[src/hdl/jpi_pkg.sv]
// ----------------------------------------------------------------------------
// jpi_pkg: shared types and constants of the JSON pretty indenter
// Character codes, widths, sequencer states and the emission plan that the
// decoder hands to the output sequencer.
// ----------------------------------------------------------------------------
package jpi_pkg;

  localparam int BYTE_W      = 8;
  localparam int DEPTH_W     = 4;   // nesting depth never exceeds 15
  localparam int IW_W        = 3;   // indent width register
  localparam int CNT_W       = 6;   // spaces in one run, at most 15 * 4
  localparam int ADDR_W      = 2;
  localparam int DATA_W      = 32;
  localparam int MAX_DEPTH_DEF = 15;

  localparam logic [IW_W-1:0]   WIDTH_LIMIT    = 3'd4;
  localparam logic [IW_W-1:0]   IW_RESET       = 3'd4;
  localparam logic [ADDR_W-1:0] REG_INDENT_W   = 2'd0;

  localparam logic [BYTE_W-1:0] CH_LBRACE  = 8'h7b;
  localparam logic [BYTE_W-1:0] CH_RBRACE  = 8'h7d;
  localparam logic [BYTE_W-1:0] CH_COMMA   = 8'h2c;
  localparam logic [BYTE_W-1:0] CH_BSLASH  = 8'h5c;
  localparam logic [BYTE_W-1:0] CH_QUOTE   = 8'h22;
  localparam logic [BYTE_W-1:0] CH_SPACE   = 8'h20;
  localparam logic [BYTE_W-1:0] CH_TAB     = 8'h09;
  localparam logic [BYTE_W-1:0] CH_CR      = 8'h0d;
  localparam logic [BYTE_W-1:0] CH_LF      = 8'h0a;
  localparam logic [BYTE_W-1:0] ASCII_MAX  = 8'h7f;

  typedef enum logic [2:0] {
    ST_IDLE,
    ST_PRE,
    ST_NL,
    ST_SPC,
    ST_POST
  } seq_state_t;

  // What one input transaction emits: an optional leading byte, an optional
  // newline plus a run of spaces, and an optional trailing closing brace.
  typedef struct packed {
    logic              pre_valid;
    logic [BYTE_W-1:0] pre_byte;
    logic              err;
    logic              indent;
    logic [CNT_W-1:0]  count;
    logic              post_valid;
  } plan_t;

endpackage

[src/hdl/jpi_decode.sv]
// ----------------------------------------------------------------------------
// jpi_decode: byte classifier and parse state
// Holds the quote, escape, depth and failure state, and turns each accepted
// transaction into an emission plan for the sequencer.
// ----------------------------------------------------------------------------
module jpi_decode #(
  parameter int MAX_DEPTH = jpi_pkg::MAX_DEPTH_DEF
) (
  input  logic                         clk,
  input  logic                         rst_n,
  input  logic                         accept,
  input  logic [jpi_pkg::BYTE_W-1:0]   in_byte,
  input  logic                         in_end_only,
  input  logic [jpi_pkg::IW_W-1:0]     indent_width,
  output jpi_pkg::plan_t               plan
);

  logic                          quotes_r, quotes_nxt;
  logic                          esc_r, esc_nxt;
  logic                          failed_r, failed_nxt;
  logic [jpi_pkg::DEPTH_W-1:0]   depth_r, depth_nxt;
  logic [jpi_pkg::IW_W-1:0]      w_eff;
  logic                          is_ws;

  assign w_eff = (indent_width > jpi_pkg::WIDTH_LIMIT) ? jpi_pkg::WIDTH_LIMIT : indent_width;
  assign is_ws = (in_byte == jpi_pkg::CH_SPACE) || (in_byte == jpi_pkg::CH_TAB) ||
                 (in_byte == jpi_pkg::CH_CR) || (in_byte == jpi_pkg::CH_LF);

  always_comb begin
    quotes_nxt      = quotes_r;
    esc_nxt         = esc_r;
    failed_nxt      = failed_r;
    depth_nxt       = depth_r;
    plan.pre_valid  = 1'b0;
    plan.pre_byte   = in_byte;
    plan.err        = 1'b0;
    plan.indent     = 1'b0;
    plan.post_valid = 1'b0;
    if (!failed_r) begin
      if (in_end_only) begin
        plan.pre_valid = 1'b1;
        plan.pre_byte  = jpi_pkg::CH_LF;
        quotes_nxt     = 1'b0;
        esc_nxt        = 1'b0;
        depth_nxt      = '0;
      end else if (esc_r) begin
        esc_nxt        = 1'b0;
        plan.pre_valid = 1'b1;
      end else if (in_byte > jpi_pkg::ASCII_MAX) begin
        failed_nxt     = 1'b1;
        plan.pre_valid = 1'b1;
        plan.pre_byte  = '0;
        plan.err       = 1'b1;
      end else if (in_byte == jpi_pkg::CH_BSLASH) begin
        esc_nxt        = 1'b1;
        plan.pre_valid = 1'b1;
      end else if (in_byte == jpi_pkg::CH_QUOTE) begin
        quotes_nxt     = ~quotes_r;
        plan.pre_valid = 1'b1;
      end else if (quotes_r) begin
        plan.pre_valid = 1'b1;
      end else if (is_ws) begin
        plan.pre_valid = 1'b0;
      end else if (in_byte == jpi_pkg::CH_LBRACE) begin
        plan.pre_valid = 1'b1;
        plan.indent    = 1'b1;
        if (depth_r < jpi_pkg::DEPTH_W'(MAX_DEPTH)) begin
          depth_nxt = depth_r + jpi_pkg::DEPTH_W'(1);
        end
      end else if (in_byte == jpi_pkg::CH_RBRACE) begin
        plan.indent     = 1'b1;
        plan.post_valid = 1'b1;
        if (depth_r != '0) begin
          depth_nxt = depth_r - jpi_pkg::DEPTH_W'(1);
        end
      end else if (in_byte == jpi_pkg::CH_COMMA) begin
        plan.pre_valid = 1'b1;
        plan.indent    = 1'b1;
      end else begin
        plan.pre_valid = 1'b1;
      end
    end
    // Indentation uses the depth after this transaction's update.
    plan.count = jpi_pkg::CNT_W'(depth_nxt) * jpi_pkg::CNT_W'(w_eff);
  end

  always_ff @(posedge clk) begin
    if (!rst_n) begin
      quotes_r <= 1'b0;
      esc_r    <= 1'b0;
      failed_r <= 1'b0;
      depth_r  <= '0;
    end else if (accept) begin
      quotes_r <= quotes_nxt;
      esc_r    <= esc_nxt;
      failed_r <= failed_nxt;
      depth_r  <= depth_nxt;
    end
  end

endmodule

[src/hdl/jpi_seq.sv]
// ----------------------------------------------------------------------------
// jpi_seq: output sequencer
// Walks one emission plan a byte per unstalled cycle to a registered output
// stage, counting the indentation run down with a single shared counter.
// ----------------------------------------------------------------------------
module jpi_seq (
  input  logic                        clk,
  input  logic                        rst_n,
  input  logic                        start,
  input  jpi_pkg::plan_t              plan,
  output logic                        busy,
  input  logic                        out_stall,
  output logic                        out_valid,
  output logic [jpi_pkg::BYTE_W-1:0]  out_byte,
  output logic                        out_last,
  output logic                        out_error
);

  jpi_pkg::seq_state_t             state_r, state_nxt;
  jpi_pkg::plan_t                  plan_r;
  logic [jpi_pkg::CNT_W-1:0]       cnt_r, cnt_nxt;
  logic                            out_valid_r;
  logic [jpi_pkg::BYTE_W-1:0]      out_byte_r;
  logic                            out_last_r;
  logic                            out_error_r;
  logic                            out_free;
  logic                            emit;
  logic [jpi_pkg::BYTE_W-1:0]      emit_byte;
  logic                            emit_last;
  logic                            emit_err;

  assign out_free = !out_valid_r || !out_stall;
  assign busy     = (state_r != jpi_pkg::ST_IDLE);

  // Output selection for the current step.
  always_comb begin
    emit      = 1'b0;
    emit_byte = jpi_pkg::CH_SPACE;
    emit_last = 1'b0;
    emit_err  = 1'b0;
    case (state_r)
      jpi_pkg::ST_PRE: begin
        emit      = 1'b1;
        emit_byte = plan_r.pre_byte;
        emit_err  = plan_r.err;
        emit_last = !plan_r.indent && !plan_r.post_valid;
      end
      jpi_pkg::ST_NL: begin
        emit      = 1'b1;
        emit_byte = jpi_pkg::CH_LF;
        emit_last = (cnt_r == '0) && !plan_r.post_valid;
      end
      jpi_pkg::ST_SPC: begin
        emit      = 1'b1;
        emit_byte = jpi_pkg::CH_SPACE;
        emit_last = (cnt_r == jpi_pkg::CNT_W'(1)) && !plan_r.post_valid;
      end
      jpi_pkg::ST_POST: begin
        emit      = 1'b1;
        emit_byte = jpi_pkg::CH_RBRACE;
        emit_last = 1'b1;
      end
      default: begin
        emit = 1'b0;
      end
    endcase
  end

  // Next state and the space counter.
  always_comb begin
    state_nxt = state_r;
    cnt_nxt   = cnt_r;
    case (state_r)
      jpi_pkg::ST_IDLE: begin
        if (start) begin
          cnt_nxt = plan.count;
          if (plan.pre_valid) begin
            state_nxt = jpi_pkg::ST_PRE;
          end else if (plan.indent) begin
            state_nxt = jpi_pkg::ST_NL;
          end else if (plan.post_valid) begin
            state_nxt = jpi_pkg::ST_POST;
          end
        end
      end
      jpi_pkg::ST_PRE: begin
        if (out_free) begin
          if (plan_r.indent) begin
            state_nxt = jpi_pkg::ST_NL;
          end else if (plan_r.post_valid) begin
            state_nxt = jpi_pkg::ST_POST;
          end else begin
            state_nxt = jpi_pkg::ST_IDLE;
          end
        end
      end
      jpi_pkg::ST_NL: begin
        if (out_free) begin
          if (cnt_r != '0) begin
            state_nxt = jpi_pkg::ST_SPC;
          end else if (plan_r.post_valid) begin
            state_nxt = jpi_pkg::ST_POST;
          end else begin
            state_nxt = jpi_pkg::ST_IDLE;
          end
        end
      end
      jpi_pkg::ST_SPC: begin
        if (out_free) begin
          cnt_nxt = cnt_r - jpi_pkg::CNT_W'(1);
          if (cnt_r == jpi_pkg::CNT_W'(1)) begin
            state_nxt = plan_r.post_valid ? jpi_pkg::ST_POST : jpi_pkg::ST_IDLE;
          end
        end
      end
      jpi_pkg::ST_POST: begin
        if (out_free) begin
          state_nxt = jpi_pkg::ST_IDLE;
        end
      end
      default: begin
        state_nxt = jpi_pkg::ST_IDLE;
      end
    endcase
  end

  always_ff @(posedge clk) begin
    if (!rst_n) begin
      state_r     <= jpi_pkg::ST_IDLE;
      out_valid_r <= 1'b0;
    end else begin
      state_r <= state_nxt;
      if (out_free) begin
        out_valid_r <= emit;
      end
    end
  end

  always_ff @(posedge clk) begin
    cnt_r <= cnt_nxt;
    if (start && !busy) begin
      plan_r <= plan;
    end
    if (out_free && emit) begin
      out_byte_r  <= emit_byte;
      out_last_r  <= emit_last;
      out_error_r <= emit_err;
    end
  end

  assign out_valid = out_valid_r;
  assign out_byte  = out_byte_r;
  assign out_last  = out_last_r;
  assign out_error = out_error_r;

endmodule

[src/hdl/json_pretty_indenter.sv]
// ----------------------------------------------------------------------------
// json_pretty_indenter: streaming JSON reformatter
// Usage: JSON text enters one byte per transaction on the in_ channel
// (in_valid / in_stall); in_end_only marks the end of a document and carries
// no byte. Formatted bytes leave on the out_ channel (out_valid / out_stall),
// with out_last on the final byte that an input transaction produces and
// out_error on the single result that flags a non-ASCII byte.
// Timing: an accepted transaction's plan is registered in the sequencer, and
// its first result is registered once the output is free. The sequencer emits
// one byte per cycle unless the output stalls; in_stall is high until a
// transaction's last result is registered. Whitespace outside strings gives no
// result. A brace or comma costs its byte, a newline and depth * indent_width
// spaces (at most 62 results), all counted out by one space counter.
// A receiver stall freezes the output register and the sequencer; input is
// taken again once the last result sits in the output register.
// Reset (rst_n low, synchronous) clears the parse state, the error flag and
// the output stage, and sets indent_width to 4. After an error result all
// input is swallowed until reset. Write indent_width at APB byte address 0
// only while idle; the block does not enforce this. Values above 4 act as 4.
// ----------------------------------------------------------------------------
module json_pretty_indenter #(
  parameter int MAX_DEPTH = jpi_pkg::MAX_DEPTH_DEF
) (
  input  logic                         clk,
  input  logic                         rst_n,
  input  logic                         in_valid,
  output logic                         in_stall,
  input  logic [jpi_pkg::BYTE_W-1:0]   in_byte,
  input  logic                         in_end_only,
  output logic                         out_valid,
  input  logic                         out_stall,
  output logic [jpi_pkg::BYTE_W-1:0]   out_byte,
  output logic                         out_last,
  output logic                         out_error,
  input  logic                         psel,
  input  logic                         penable,
  input  logic                         pwrite,
  input  logic [jpi_pkg::ADDR_W-1:0]   paddr,
  input  logic [jpi_pkg::DATA_W-1:0]   pwdata,
  output logic [jpi_pkg::DATA_W-1:0]   prdata,
  output logic                         pready
);

  logic [jpi_pkg::IW_W-1:0] indent_width_r;
  logic                     accept;
  logic                     busy;
  jpi_pkg::plan_t           plan;

  assign pready = 1'b1;
  assign prdata = (paddr == jpi_pkg::REG_INDENT_W) ?
                  jpi_pkg::DATA_W'(indent_width_r) : '0;

  always_ff @(posedge clk) begin
    if (!rst_n) begin
      indent_width_r <= jpi_pkg::IW_RESET;
    end else if (psel && penable && pwrite && pready &&
                 (paddr == jpi_pkg::REG_INDENT_W)) begin
      indent_width_r <= pwdata[jpi_pkg::IW_W-1:0];
    end
  end

  assign in_stall = busy;
  assign accept   = in_valid && !in_stall;

  jpi_decode #(
    .MAX_DEPTH (MAX_DEPTH)
  ) u_decode (
    .clk          (clk),
    .rst_n        (rst_n),
    .accept       (accept),
    .in_byte      (in_byte),
    .in_end_only  (in_end_only),
    .indent_width (indent_width_r),
    .plan         (plan)
  );

  jpi_seq u_seq (
    .clk       (clk),
    .rst_n     (rst_n),
    .start     (accept),
    .plan      (plan),
    .busy      (busy),
    .out_stall (out_stall),
    .out_valid (out_valid),
    .out_byte  (out_byte),
    .out_last  (out_last),
    .out_error (out_error)
  );

endmodule

[config.mk]
export PLATFORM = sky130hd
export DESIGN_NAME = json_pretty_indenter
export DESIGN_NICKNAME = d
export VERILOG_FILES = /design/src/hdl/jpi_pkg.sv /design/src/hdl/jpi_decode.sv /design/src/hdl/jpi_seq.sv /design/src/hdl/json_pretty_indenter.sv
export SDC_FILE = /design/constraint.sdc
export NUM_CORES = 1
export LEC_CHECK = 0
export BUFFER_PORTS_ARGS = -buffer_cell sky130_fd_sc_hd__buf_4
export CAP_MARGIN = 20
export CORE_MARGIN = 4
export CORE_UTILIZATION = 55
export DETAILED_ROUTE_END_ITERATION = 7
export GPL_TIMING_DRIVEN = 0
export PLACE_DENSITY = 0.93
export SETUP_SLACK_MARGIN = 0.1
export SYNTH_ARGS = -nofsm -noshare
export SYNTH_HDL_FRONTEND = slang
export SYNTH_SLANG_ARGS = --single-unit
[constraint.sdc]
create_clock -name clk -period 11.7 [get_ports clk]
set_input_delay 1.755 -clock clk [delete_from_list [all_inputs] [get_ports clk]]
set_output_delay 1.755 -clock clk [all_outputs]
set_load 0.01 [all_outputs]
==> key figures <==
Outcome
  – Status: complete, no violations

STA
  – Finish-stage setup viols: 0
  – Clock Skew: between 0.002 and 0.003 ns
  – Slew @ Worst Pin: 0.763 ns
  – Relative slew slack: between 40% and 50%
  – Slew Viols, Final: 0
  – Tmin final: around 5.4 ns
  – Fin Setup TNS: 0 ns
  – Fin. Hold Viols: 0
  – Crit share post-route: between 40% and 50%
  – RSZ-0062 raised after global routing: false
  – Final hold slack: between 0.5 and 0.6 ns
  – Max Clk Rate: approximately 180 MHz

Cells and area
  – Design Area, Final: 3510 sq um
  – # fillers: 400
  – Fin nets: roughly 470
  – Final std cells w/o fill: 483
  – Area grow syn2layout: 18.0%
  – ANT cells: 0
  – Most frequent cells in the layout: buf_4, nand2_1, conb_1, edfxtp_1, nor2_1
  – Commonest non-fill, non-tap cell in the layout: buf_4
  – Final core occ: between 60% and 70%
  – Ratio of cells with drive above 1 in the final layout: 19.9%

GRT
  – Largest net degree at the start of global routing: 14
  – Total gr overflow: 0
  – Initial antenna violation count: 0
  – Vias in the first global route: approximately 2.5k
  – GRT Util Overall: roughly 22%
  – First-pass GRT wire length: 11.2 mm

Placed design
  – Post-placement cell count: approximately 480
  – PortBufs: 34
  – Final HPWL DP: around 5.2 mm
  – Routability Congestion: between 0.9 and 1
  – Placed cell area: about 3400 sq um

Synthesis
  – Asr flop ratio synth: 0%
  – Mapped Avg Cell Area: roughly 8.7 sq um
  – Seq cells post-synth: 41
  – Cells after synthesis: between 300 and 400
  – Seq/Total Area, Yosys: a little under two fifths
  – Post-synthesis cell type count: 61
  – Syn. warnings: 0
  – Post-Syn Area: 2970 sq um
  – Post-synth EDFFs: 27
  – Ys flop type: edfxtp_1

Worst setup path
  – Worst R2R Path Depth: 17
  – Max FO, Critical Path: 9
  – Worst endpoint required time: between 10 and 15 ns
  – FF-to-FF End: u_seq.cnt_r[5]$_DFFE_PP_
  – Setup crit end: u_seq.cnt_r[5]$_DFFE_PP_
  – Setup crit start kind: input port
  – R2R Path Start: u_decode.depth_r[1]$_SDFFE_PN0P_
  – Setup crit start: in_byte[1]
  – Crit path kind: in2reg
  – CP arrival: 5.47 ns
  – Reg2reg setup slack: between 7 and 8 ns
  – CP endpoint kind: flop

Die
  – I/O pin count: 95
  – Die width: around 82 microns
  – Die area: 6650 sq um
  – Initial Util: between 50% and 60%
  – Number of cell rows: 26
  – Die height: 81.5 microns
  – Core Region: around 5200 sq um

Pwr
  – Switching power: 0.198 mW
  – Net Sw Frac: 37.1%
  – Part of the power in combinational logic: 40.1%
  – Seq pwr share: between 40% and 50%
  – Pint: around 0.34 mW
  – Power per cell area: 152 nW/um^2
  – Worst vdd ir: a little over 0.08 mV
  – Clock Power Share: between 10% and 20%
  – Static Leakage: between 1 and 1.5 nW

Clock network
  – Maximum root-to-sink buffer count: 2
  – Root Buffer: clkbuf_8
  – Post_cts resized: 0
  – # Post-CTS Setup Buffers: 0
  – TritonCTS clock tree: built
  – Register clock-pin slew on the reported worst setup and hold paths: 0.08 ns
  – Clk Latency, worst-skew pair: ~0.29 ns
  – TritonCTS buffer count: 5
  – Post-CTS Hold Fix Bufs: 0
  – Clk sinks: between 40 and 50
  – Clock H-tree levels: 2

Worst hold path
  – Worst hold path type: reg2reg
  – Hold path cells: 2

Route
  – Initial DRC Count: 215
  – Post-Route WL: between 6 and 7 mm
  – Drt pass-1 iters: 5
  – ANT nets after route: 0
  – Vias: ~2.7k
  – WL/cell: 14.3 microns
  – DRC: 0
  – Via/cell ratio: between 5 and 6

Job
  – Max Cap Violations: 0
[worst min-delay path by stage]
stage,from,to,slack (ns)
after CTS,u_decode.quotes_r$_SDFFE_PN0P_,u_decode.quotes_r$_SDFFE_PN0P_,0.51
final,u_decode.quotes_r$_SDFFE_PN0P_,u_decode.quotes_r$_SDFFE_PN0P_,0.51
after floorplan,u_decode.quotes_r$_SDFFE_PN0P_,u_decode.quotes_r$_SDFFE_PN0P_,0.44
after global routing,u_decode.quotes_r$_SDFFE_PN0P_,u_decode.quotes_r$_SDFFE_PN0P_,0.54
after detailed placement,u_decode.quotes_r$_SDFFE_PN0P_,u_decode.quotes_r$_SDFFE_PN0P_,0.50
after global placement,u_decode.quotes_r$_SDFFE_PN0P_,u_decode.quotes_r$_SDFFE_PN0P_,0.46
[cells in the mapped netlist (3+ instances only)]
cell | n | share of area [%]
o21ai_0 | 20 | 3.4
ha_1 | 9 | 3.8
nand2_1 | 33 | 4.2
a21oi_1 | 17 | 2.9
a21boi_0 | 3 | 0.76
dfxtp_1 | 14 | 9.4
nor3b_1 | 4 | 1.0
and2_1 | 13 | 2.7
nand3b_1 | 3 | 0.76
buf_4 | 30 | 7.6
o21a_1 | 3 | 0.76
a32oi_1 | 5 | 1.5
nand3_1 | 10 | 1.7
nor2b_1 | 18 | 3.8
nand2b_1 | 8 | 1.7
nor3_1 | 13 | 2.2
clkbuf_1 | 9 | 1.1
nor2_1 | 26 | 3.3
xnor2_1 | 3 | 0.88
edfxtp_1 | 27 | 27
xor2_1 | 4 | 1.2
a31oi_1 | 5 | 1.1
fa_1 | 3 | 2.0
inv_1 | 12 | 1.5
mux2i_1 | 3 | 1.0
[power by group through the flow]
stage	Sequential, mW	Clock, mW	Combinational [mW]
6_report	0.230	0.0901	0.214
2_1_floorplan	0.240	0	0.127
4_1_cts	0.229	0.0911	0.212
5_1_grt	0.234	0.0976	0.236
3_5_place_dp	0.232	0	0.208
3_3_place_gp	0.231	0	0.201
[cell families after synthesis]
family	count (synthesis)	synth area share (%)
AND/OR/NAND/NOR	144	25.7
AO/OA/AOI/OAI	78	17.3
buffers and inverters	55	10.9
flip-flops	41	36.7
adder cells (fa/ha/maj)	13	6.14
XOR/XNOR	7	2.06
multiplexers	3	1.01
other	2	0.253
[cell type report]
type	instances	area [sq um]	area share [%]
buffer	43	278	7.92
timing repair buffer	34	255	7.28
clock buffer	5	68.8	1.96
tap	70	87.6	2.50
multi-input combinational	275	1670	47.5
clock inverter	3	17.5	0.499
inverter	12	45.0	1.28
sequential	41	1090	31.1
[state kept, by name, indices dropped and copies added (netlist names)]
| register | flops |
|---|---|
| u_seq.state_r | 3 |
| u_decode.esc_r | 1 |
| u_seq.out_valid | 1 |
| indent_width_r | 3 |
| u_seq.out_error | 1 |
| u_decode.failed_r | 1 |
| u_seq.cnt_r | 6 |
| u_decode.depth_r | 4 |
| u_seq.out_byte | 8 |
| u_decode.quotes_r | 1 |
| u_seq.plan_r | 11 |
| u_seq.out_last | 1 |
[per-stage QoR]
step	total power [mW]	setup WS (ns)
after floorplan	0.367	6.68
after global placement	0.431	6.16
after detailed placement	0.441	6.05
after CTS	0.532	6.33
after global routing	0.567	6.04
final	0.534	6.27
[critical path, stage by stage]
cell,delay [ns]
buf_4,0.14
nand2b_4,0.16
nor4_1,0.31
nand2b_2,0.27
nor3_2,0.09
o21a_1,0.21
o21ai_0,0.32
nand2b_1,0.14
fa_1,0.59
inv_1,0.06
ha_1,0.29
a21o_1,0.16
a21oi_1,0.19
xor2_1,0.25
nor2_1,0.08
nand2_1,0.07
o21ai_0,0.08
a211o_1,0.29
[routing by layer]
metal | routed length (microns) | up-vias | global-route usage (%)
li1 | - | 1296 | -
met1 | 2620 | 1246 | 25.6
met2 | 3650 | 131 | 38.9
met3 | 493 | 16 | 3.95
met4 | 148 | 0 | 8.95
met5 | 0 | - | 0
Power figures use the tool's default switching activity.
